## src/hdl/todadj_pkg.sv

```systemverilog
// constants, request codes and pipeline payload type for the time-of-day offset adjuster
`timescale 1ns / 1ps

package todadj_pkg;

  // field widths
  localparam int REQ_W    = 3;
  localparam int HOUR_W   = 5;
  localparam int MINSEC_W = 6;
  localparam int OFFSET_W = 17;
  localparam int REM_W    = 12;  // remainder below one hour, 0..3599

  // stream words, padded to whole bytes
  localparam int FIELDS_W = HOUR_W + 2 * MINSEC_W + OFFSET_W;
  localparam int TDATA_W  = ((FIELDS_W + 7) / 8) * 8;
  localparam int PAD_W    = TDATA_W - FIELDS_W;
  localparam int TUSER_W  = REQ_W;

  // time constants
  localparam logic [OFFSET_W-1:0] DAY_SECONDS      = OFFSET_W'(24 * 60 * 60);
  localparam logic [OFFSET_W-1:0] HOUR_SECONDS     = OFFSET_W'(60 * 60);
  localparam logic [OFFSET_W-1:0] MINUTE_SECONDS   = OFFSET_W'(60);
  localparam logic [OFFSET_W-1:0] HOUR_DOWN_WRAP   = OFFSET_W'((23 * 60 * 60));
  localparam logic [OFFSET_W-1:0] MINUTE_DOWN_WRAP = OFFSET_W'((23 * 60 * 60) + (59 * 60));
  localparam logic [OFFSET_W-1:0] SECOND_DOWN_WRAP = OFFSET_W'((24 * 60 * 60) - 1);
  localparam logic [MINSEC_W-1:0] MAX_MINSEC       = MINSEC_W'(59);
  localparam logic [HOUR_W-1:0]   MAX_HOUR         = HOUR_W'(23);
  localparam logic [MINSEC_W-1:0] MINSEC_WRAP      = MINSEC_W'(60);
  localparam logic [HOUR_W-1:0]   HOUR_WRAP        = HOUR_W'(24);

  // reciprocal of 3600, exact for offsets below one day
  localparam int              HOUR_SHIFT = 29;
  localparam int              HOUR_REC_W = 18;
  localparam logic [HOUR_REC_W-1:0] HOUR_REC =
    HOUR_REC_W'(((64'd1 << HOUR_SHIFT) + 64'd3599) / 64'd3600);

  // reciprocal of 60, exact for remainders below one hour
  localparam int              MIN_SHIFT = 17;
  localparam int              MIN_REC_W = 12;
  localparam logic [MIN_REC_W-1:0] MIN_REC =
    MIN_REC_W'(((64'd1 << MIN_SHIFT) + 64'd59) / 64'd60);

  // request codes
  localparam logic [REQ_W-1:0] REQ_QUERY       = 3'd0;
  localparam logic [REQ_W-1:0] REQ_HOUR_UP     = 3'd1;
  localparam logic [REQ_W-1:0] REQ_HOUR_DOWN   = 3'd2;
  localparam logic [REQ_W-1:0] REQ_MINUTE_UP   = 3'd3;
  localparam logic [REQ_W-1:0] REQ_MINUTE_DOWN = 3'd4;
  localparam logic [REQ_W-1:0] REQ_SECOND_UP   = 3'd5;
  localparam logic [REQ_W-1:0] REQ_SECOND_DOWN = 3'd6;
  localparam logic [REQ_W-1:0] REQ_LOAD        = 3'd7;

  // payload carried down the pipeline
  typedef struct packed {
    logic [OFFSET_W-1:0] off;
    logic [HOUR_W-1:0]   ch;
    logic [MINSEC_W-1:0] cm;
    logic [MINSEC_W-1:0] cs;
    logic [HOUR_W-1:0]   oh;
    logic [REM_W-1:0]    rem;
    logic [MINSEC_W-1:0] om;
    logic [MINSEC_W-1:0] os;
  } stage_t;

endpackage

```

## src/hdl/time_of_day_offset_adjuster_core.sv

```systemverilog
// top level: offset update and display time pipeline of the time-of-day offset adjuster
`timescale 1ns / 1ps

// Time-of-day offset adjuster.
// The input stream carries one request per beat: tuser holds the request kind
// (query, hour/minute/second up or down, load offset), tdata the clock hour,
// minute and second and the offset to load. Every request gives exactly one
// result on the output stream: the displayed hour, minute and second and the
// offset in seconds after that request's update.
// The offset register is updated in the cycle a request is accepted, so a
// new request can enter on every cycle while s_axis_tready is high. The
// display time then goes through a six stage pipeline (update, hour split by
// reciprocal multiply, hour remainder, minute split, second remainder, carry
// adds), registered in each stage before m_axis_tvalid rises; sustained rate
// is one request per cycle while the receiver does not stall.
// Each stage moves on independently, so empty stages fill up while the
// receiver stalls; s_axis_tready falls only when all six stages hold
// requests and m_axis_tready is low.
// Reset (rst, synchronous) clears the offset to zero and empties the pipeline.
module time_of_day_offset_adjuster_core
  import todadj_pkg::*;
(
  input  logic               clk,
  input  logic               rst,
  input  logic               s_axis_tvalid,
  output logic               s_axis_tready,
  // clock_hour, clock_minute, clock_second, new_offset, zero pad
  input  logic [TDATA_W-1:0] s_axis_tdata,
  // req_type
  input  logic [TUSER_W-1:0] s_axis_tuser,
  output logic               m_axis_tvalid,
  input  logic               m_axis_tready,
  // shown_hour, shown_minute, shown_second, offset_now, zero pad
  output logic [TDATA_W-1:0] m_axis_tdata
);

  localparam int NUM_STAGES = 6;

  // input field unpacking
  logic [REQ_W-1:0]    req_type;
  logic [HOUR_W-1:0]   clock_hour;
  logic [MINSEC_W-1:0] clock_minute;
  logic [MINSEC_W-1:0] clock_second;
  logic [OFFSET_W-1:0] new_offset;

  assign req_type     = s_axis_tuser;
  assign clock_hour   = s_axis_tdata[0 +: HOUR_W];
  assign clock_minute = s_axis_tdata[HOUR_W +: MINSEC_W];
  assign clock_second = s_axis_tdata[HOUR_W + MINSEC_W +: MINSEC_W];
  assign new_offset   = s_axis_tdata[HOUR_W + 2 * MINSEC_W +: OFFSET_W];

  // pipeline valid bits and per-stage ready
  logic [NUM_STAGES-1:0] valid;
  logic [NUM_STAGES-1:0] rdy;
  logic                  accept;

  always_comb begin
    rdy[NUM_STAGES-1] = !valid[NUM_STAGES-1] || m_axis_tready;
    for (int k = NUM_STAGES - 2; k >= 0; k--) begin
      rdy[k] = !valid[k] || rdy[k+1];
    end
  end

  assign s_axis_tready = rdy[0];
  assign accept        = s_axis_tvalid && rdy[0];

  always_ff @(posedge clk) begin
    if (rst) begin
      valid <= '0;
    end else begin
      if (rdy[0]) begin
        valid[0] <= s_axis_tvalid;
      end
      for (int k = 1; k < NUM_STAGES; k++) begin
        if (rdy[k]) begin
          valid[k] <= valid[k-1];
        end
      end
    end
  end

  // offset update for the request being accepted
  logic [OFFSET_W-1:0] offset_seconds;
  logic [OFFSET_W-1:0] offset_seconds_next;
  logic [OFFSET_W:0]   up_sum;
  logic [OFFSET_W-1:0] step_amt;
  logic [OFFSET_W-1:0] down_wrap;
  logic                step_up;
  logic                step_down;

  always_comb begin
    step_amt  = HOUR_SECONDS;
    down_wrap = HOUR_DOWN_WRAP;
    step_up   = 1'b0;
    step_down = 1'b0;
    case (req_type)
      REQ_HOUR_UP: begin
        step_up = 1'b1;
      end
      REQ_HOUR_DOWN: begin
        step_down = 1'b1;
      end
      REQ_MINUTE_UP: begin
        step_amt = MINUTE_SECONDS;
        step_up  = 1'b1;
      end
      REQ_MINUTE_DOWN: begin
        step_amt  = MINUTE_SECONDS;
        down_wrap = MINUTE_DOWN_WRAP;
        step_down = 1'b1;
      end
      REQ_SECOND_UP: begin
        step_amt = OFFSET_W'(1);
        step_up  = 1'b1;
      end
      REQ_SECOND_DOWN: begin
        step_amt  = OFFSET_W'(1);
        down_wrap = SECOND_DOWN_WRAP;
        step_down = 1'b1;
      end
      default: begin
      end
    endcase

    up_sum = {1'b0, offset_seconds} + {1'b0, step_amt};
    offset_seconds_next = offset_seconds;
    if (step_up) begin
      if (up_sum >= {1'b0, DAY_SECONDS}) begin
        offset_seconds_next = OFFSET_W'(up_sum - {1'b0, DAY_SECONDS});
      end else begin
        offset_seconds_next = up_sum[OFFSET_W-1:0];
      end
    end else if (step_down) begin
      if (offset_seconds < step_amt) begin
        offset_seconds_next = offset_seconds + down_wrap;
      end else begin
        offset_seconds_next = offset_seconds - step_amt;
      end
    end else if (req_type == REQ_LOAD) begin
      if (new_offset >= DAY_SECONDS) begin
        offset_seconds_next = new_offset - DAY_SECONDS;
      end else begin
        offset_seconds_next = new_offset;
      end
    end
  end

  always_ff @(posedge clk) begin
    if (rst) begin
      offset_seconds <= '0;
    end else if (accept) begin
      offset_seconds <= offset_seconds_next;
    end
  end

  // stage 1: updated offset and clamped clock fields
  stage_t st1, st2, st3, st4, st5;
  stage_t st1_next;

  always_comb begin
    st1_next     = '0;
    st1_next.off = offset_seconds_next;
    st1_next.ch  = (clock_hour > MAX_HOUR) ? MAX_HOUR : clock_hour;
    st1_next.cm  = (clock_minute > MAX_MINSEC) ? MAX_MINSEC : clock_minute;
    st1_next.cs  = (clock_second > MAX_MINSEC) ? MAX_MINSEC : clock_second;
  end

  always_ff @(posedge clk) begin
    if (accept) begin
      st1 <= st1_next;
    end
  end

  // stage 2: offset hours by reciprocal multiply
  logic [OFFSET_W+HOUR_REC_W-1:0] hour_prod;
  stage_t                         st2_next;

  assign hour_prod = (OFFSET_W + HOUR_REC_W)'(st1.off) * (OFFSET_W + HOUR_REC_W)'(HOUR_REC);

  always_comb begin
    st2_next    = st1;
    st2_next.oh = hour_prod[HOUR_SHIFT +: HOUR_W];
  end

  always_ff @(posedge clk) begin
    if (rdy[1] && valid[0]) begin
      st2 <= st2_next;
    end
  end

  // stage 3: seconds left below one hour
  logic [OFFSET_W-1:0] hour_part;
  stage_t              st3_next;

  assign hour_part = OFFSET_W'(st2.oh) * HOUR_SECONDS;

  always_comb begin
    st3_next     = st2;
    st3_next.rem = REM_W'(st2.off - hour_part);
  end

  always_ff @(posedge clk) begin
    if (rdy[2] && valid[1]) begin
      st3 <= st3_next;
    end
  end

  // stage 4: offset minutes by reciprocal multiply
  logic [REM_W+MIN_REC_W-1:0] min_prod;
  stage_t                     st4_next;

  assign min_prod = (REM_W + MIN_REC_W)'(st3.rem) * (REM_W + MIN_REC_W)'(MIN_REC);

  always_comb begin
    st4_next    = st3;
    st4_next.om = min_prod[MIN_SHIFT +: MINSEC_W];
  end

  always_ff @(posedge clk) begin
    if (rdy[3] && valid[2]) begin
      st4 <= st4_next;
    end
  end

  // stage 5: offset seconds
  logic [REM_W-1:0] min_part;
  stage_t           st5_next;

  assign min_part = REM_W'(st4.om) * REM_W'(MINUTE_SECONDS);

  always_comb begin
    st5_next    = st4;
    st5_next.os = MINSEC_W'(st4.rem - min_part);
  end

  always_ff @(posedge clk) begin
    if (rdy[4] && valid[3]) begin
      st5 <= st5_next;
    end
  end

  // stage 6: add clock and offset with carries into the result register
  logic [MINSEC_W:0]   sec_sum;
  logic [MINSEC_W:0]   min_sum;
  logic [HOUR_W:0]     hour_sum;
  logic                sec_carry;
  logic                min_carry;
  logic [HOUR_W-1:0]   shown_hour_next;
  logic [MINSEC_W-1:0] shown_minute_next;
  logic [MINSEC_W-1:0] shown_second_next;

  always_comb begin
    sec_sum   = {1'b0, st5.cs} + {1'b0, st5.os};
    sec_carry = sec_sum > {1'b0, MAX_MINSEC};
    shown_second_next = sec_carry ? MINSEC_W'(sec_sum - {1'b0, MINSEC_WRAP})
                                  : sec_sum[MINSEC_W-1:0];

    min_sum   = {1'b0, st5.cm} + {1'b0, st5.om} + {{MINSEC_W{1'b0}}, sec_carry};
    min_carry = min_sum > {1'b0, MAX_MINSEC};
    shown_minute_next = min_carry ? MINSEC_W'(min_sum - {1'b0, MINSEC_WRAP})
                                  : min_sum[MINSEC_W-1:0];

    hour_sum = {1'b0, st5.ch} + {1'b0, st5.oh} + {{HOUR_W{1'b0}}, min_carry};
    shown_hour_next = (hour_sum > {1'b0, MAX_HOUR}) ? HOUR_W'(hour_sum - {1'b0, HOUR_WRAP})
                                                    : hour_sum[HOUR_W-1:0];
  end

  logic [HOUR_W-1:0]   shown_hour;
  logic [MINSEC_W-1:0] shown_minute;
  logic [MINSEC_W-1:0] shown_second;
  logic [OFFSET_W-1:0] offset_now;

  always_ff @(posedge clk) begin
    if (rdy[5] && valid[4]) begin
      shown_hour   <= shown_hour_next;
      shown_minute <= shown_minute_next;
      shown_second <= shown_second_next;
      offset_now   <= st5.off;
    end
  end

  // output packing
  assign m_axis_tvalid = valid[NUM_STAGES-1];
  assign m_axis_tdata  = {{PAD_W{1'b0}}, offset_now, shown_second, shown_minute, shown_hour};

`ifndef SYNTH
  // stored offset never reaches one day
  a_offset_range: assert property (@(posedge clk) disable iff (rst)
    offset_seconds < DAY_SECONDS)
    else $error("offset register out of range");

  // displayed fields stay inside their ranges
  a_shown_range: assert property (@(posedge clk) disable iff (rst)
    m_axis_tvalid |-> (shown_hour <= MAX_HOUR && shown_minute <= MAX_MINSEC &&
                       shown_second <= MAX_MINSEC && offset_now < DAY_SECONDS))
    else $error("displayed time out of range");

  // back pressure only when every stage is full and the output stalls
  a_full_stall: assert property (@(posedge clk) disable iff (rst)
    !s_axis_tready |-> (valid == '1 && !m_axis_tready))
    else $error("input stalled with room in the pipeline");

  // an in-range load request sets the offset to the loaded value
  a_load: assert property (@(posedge clk) disable iff (rst)
    (accept && req_type == REQ_LOAD && new_offset < DAY_SECONDS)
      |=> offset_seconds == $past(new_offset))
    else $error("load request did not set the offset");

  // a query request leaves the offset alone
  a_query: assert property (@(posedge clk) disable iff (rst)
    (accept && req_type == REQ_QUERY) |=> $stable(offset_seconds))
    else $error("query request changed the offset");
`endif

endmodule

```

## config.mk

```make
export PLATFORM = sky130hd
export DESIGN_NAME = time_of_day_offset_adjuster_core
export DESIGN_NICKNAME = d
export VERILOG_FILES = /design/src/hdl/todadj_pkg.sv /design/src/hdl/time_of_day_offset_adjuster_core.sv
export SDC_FILE = /design/constraint.sdc
export NUM_CORES = 1
export LEC_CHECK = 0
export BUFFER_PORTS_ARGS = -buffer_cell sky130_fd_sc_hd__buf_4
export CAP_MARGIN = 40
export CORE_UTILIZATION = 45
export CTS_CLUSTER_DIAMETER = 150
export DETAILED_ROUTE_END_ITERATION = 10
export PLACE_DENSITY = 0.74
export SYNTH_ARGS = -nofsm -noshare
export SYNTH_HDL_FRONTEND = slang
export SYNTH_SLANG_ARGS = --single-unit
```

## constraint.sdc

```tcl
create_clock -name clk -period 13.5 [get_ports clk]
set_input_delay 2.7 -clock clk [delete_from_list [all_inputs] [get_ports clk]]
set_output_delay 2.7 -clock clk [all_outputs]
set_load 0.05 [all_outputs]
```

==> summary by stage <==
Run status
The run finished with clean final reports.

Logic synthesis
The synthesized instance count is 1546. The number of distinct library cell variants in the gate-level netlist after synthesis is 86. The synthesized netlist occupies a cell area of 18300 um2.

The multiplexer fraction of the synthesized cell area is 0.738%. After synthesis, the largest family of logic cells by area is adder cells. The flip-flop cell with the highest count after synthesis is edfxtp_1. Of all flip-flops after synthesis, the portion carrying an async set or reset was 0%. The fraction of the mapped netlist area in adder cells is 27.9%.

Counting flops with a built-in enable in the synthesized netlist gives 250. Yosys printed 0 warnings. After Yosys synthesis, XOR and XNOR cells account for 3.63% of the synthesized area. In this run, synthesis produced a sequential element count of 273. The average footprint of a synthesized cell is 11.8 um2. The post-synthesis compound-gate area fraction is 9.98%.

The share of the Yosys chip area taken by registers is 43.5%. Summing the areas of all and, or, nand and nor instances in the mapped netlist gives 8.75% of the synthesized area.

Clocking
The number of clock sinks is 273. The cell sitting at the root of the clock tree is a clkbuf_16. The number of setup buffers added after CTS is 0. CTS built an H-tree with a depth of 1. The count of hold-fix buffers inserted at cts is 0. The later-pin clock latency in the skew report is 0.52 ns.

The post-cts gate resize count is 0. The clock slew seen by the registers of the worst setup and hold paths is 0.06 ns. The longest clock path from root to sink contains 3 buffers. The TritonCTS clock tree is built.

The total CTS buffers is 27.

Timing
Setup repair after global routing left no endpoint under its margin. The worst clock skew is 0.00790 ns. The worst path needs 6.89 ns of the cycle, external delays included. The actual transition at the worst max-transition pin is 0.859 ns. The number of hold violations in the final report was 0. The final-report setup violation count is 0. Derived from the worst setup path, the maximum achievable clock frequency is 145 MHz. The post-route clock period utilization is 51.0%. The worst-case headroom to the max-slew limit is 42.7%.

Adding up every negative setup slack in the final design gives 0 ns. The number of max-slew violations in the final report was 0.

Finish
The post-synthesis to final-layout area growth is 11.0%. Counting the fill cells in the layout gives 3430. The sequential cell area is 7970 um2. In the final layout, the share of cells above drive strength 1 is 9.30%. The number of antenna repair diodes is 0. For this run, the post-layout net count is 2020. The final instance area is 20300 um2. In the final layout, the multi-input gates occupy 9400 um2.

Pwr
The switching share of total power is 39.3%. The leakage power is 8.89 nW. Across the VDD grid, the largest voltage drop is 0.000185 V. The total net switching power is 1.52 mW.

The part of the power in registers is 27.2%. The fraction of power consumed by the clock network is 18.9%. The power density of the placed cells is 190 nW/um2. Combinational logic is responsible for 53.9% of the overall power. Internal power comes to 2.35 mW.

Floorplanning
The die is 204 um wide. The floorplan has 73 rows. 89 I/O pins were placed.

The core region is 39900 um2. The full die area is 41500 um2. The die height is 204 um.

The starting utilization of the core area is 45.9%.

Global route
Global routing used 21.8% of the available met1 tracks. The first global-routing pass estimated 59200 um of wire. In the global route stage, overall resource usage came out at 17.8%. The met3 demand-to-capacity share in global routing is 1.85%. The number of global-route vias before repair was 11800. The largest net degree at the start of global routing is 50.

The global-route congestion overflow total is 0. The initial antenna violation count is 0. For met2 alone, demand over resource in global routing was 33.3%. The global routing stage identified its most utilized layer as met2.

Job
The number of max-cap violations is 0.

Critical path
The signal arrival time at the worst endpoint is 4.19 ns. The depth of the worst register-to-register path is 25. In this run the worst path has a maximum fanout of 5.

The required time of the critical path is 10.80 ns. The classification of the worst setup path is in -> out. The flop-to-flop setup slack is 6.95 ns. The worst setup path is launched from an input port. The category of the worst setup path capture point is a primary output.

Placed design
The global placer's final weighted congestion is 0.894. The half-perimeter wire length after placement is 28200 um. Buffers placed on the I/O ports in this run total 76. The instance area after placement is 19500 um2.

Detailed routing
In this run, the number of DRC markers left after iteration 0 of detailed routing was 713. In the final routed layout, each cell accounts on average for 16.7 um. In this run the remaining antenna-violating nets after routing total 0. The number of search-and-repair iterations in the first detailed-routing pass is 6. Wires add up to 36100 um.

The total number of vias is 11700. For this run, design rule violations remaining after detail routing come to 0. In the routed layout, each cell is associated on average with a via count of 5.40.

Min path
The classification of the worst-slack hold path is reg -> reg. The worst hold path was traced through 0 stages.
cell usage in the layout, fill, tap and decap left out, types with 7 or more instances in the layout:
master,Yosys,final
a21o_1,22,22
nand4_1,8,8
edfxtp_1,250,250
clkbuf_16,0,28
o21bai_1,9,9
and2_1,7,7
a211oi_1,13,13
nor2b_1,25,22
o21ai_0,42,42
o211ai_1,9,9
a31oi_1,15,15
o21a_1,8,8
dfxtp_1,23,23
xor2_1,22,22
or3_1,14,14
nor3_1,22,22
nand2_1,62,62
ha_1,275,275
nand2b_1,17,17
xnor2_1,54,54
inv_1,206,205
nor2_1,76,76
clkbuf_1,26,8
a21oi_1,63,63
buf_4,6,81
nor3b_1,7,7
and3_1,14,14
nor4_1,8,8
nand3_1,23,23
mux2i_1,9,9
fa_1,83,83
metal layers:
| metal | wire length, um | share of wire [%] |
|---|---|---|
| met5 | 0 | 0 |
| met3 | 1500 | 4.1 |
| met2 | 18600 | 52 |
| met1 | 15200 | 42 |
| met4 | 772 | 2.1 |
per-stage QoR:
stage / setup slack (ns) / util, % / power [mW] / hold WS [ns] / instances
after floorplan: 6.58 / - / 2.59 / 0.400 / 1551
after detailed placement: 6.61 / 48.7 / 3.15 / 0.405 / 2111
after global placement: 6.63 / 48.6 / 3.04 / 0.401 / 2109
after CTS: 6.61 / 50.9 / 3.91 / 0.413 / 2160
after global routing: 6.48 / 50.9 / 4.26 / 0.421 / 2160
final: 6.61 / 50.9 / 3.87 / 0.409 / 2160
worst max-delay path, cell delays in order:
cell and delay, ns:
buf_4 0.11, nor2b_1 0.25, and2_1 0.34, and3_1 0.39, nand3_1 0.18, buf_4 0.22
path summary, 6_finish.rpt:
kind            startpoint            end
max reg2reg        st5[47]  shown_hour[3]
min reg2reg        st2[41]        st3[41]
min                st2[41]        st3[41]
max          m_axis_tready  s_axis_tready
cells by family after synthesis:
| logic type | after synthesis |
|---|---|
| other | 1 |
| and+or+nand+nor | 308 |
| xor gates and xnor gates | 76 |
| AOI/OAI and AO/OA | 263 |
| buffers and inverters | 254 |
| adders and majority gates | 358 |
| muxes | 13 |
| DFF | 273 |
layout make-up:
cell class | instances | area share, %
Inverter | 206 | 3.80
Sequential cell | 273 | 39.2
Clock buffer | 38 | 3.73
Timing Repair Buffer | 83 | 3.23
Tap cell | 525 | 3.23
Multi-Input combinational cell | 1024 | 46.3
Clock inverter | 11 | 0.566
state kept, by name, summed over array words and instances, names as in the netlist:
register and count:
offset_now 17, offset_seconds 17, shown_hour 5, shown_minute 6, shown_second 6, st1 34
st2 39, st3 47, st4 47, st5 49, valid 6
power by group through the flow:
stage | clock [mW] | combinational, mW | sequential, mW
after CTS | 0.748 | 2.10 | 1.05
after global routing | 0.781 | 2.42 | 1.06
after detailed placement | 0 | 2.08 | 1.07
after global placement | 0 | 1.97 | 1.07
final | 0.731 | 2.08 | 1.05
after floorplan | 0 | 1.55 | 1.04
synthesized netlist by cell type, drive strengths merged, types with 23 or more instances:
cell type | instances | share of area, %
nand3 | 23 | 0.63
clkbuf | 26 | 0.53
edfxtp | 250 | 41
xnor2 | 54 | 2.6
ha | 275 | 19
inv | 206 | 4.2
nor2b | 25 | 0.85
o21ai | 46 | 1.3
nor2 | 78 | 1.6
dfxtp | 23 | 2.5
nand2 | 62 | 1.3
nor3 | 24 | 0.71
fa | 83 | 9.1
a21oi | 63 | 1.7
(Power assumes the default switching activity.)
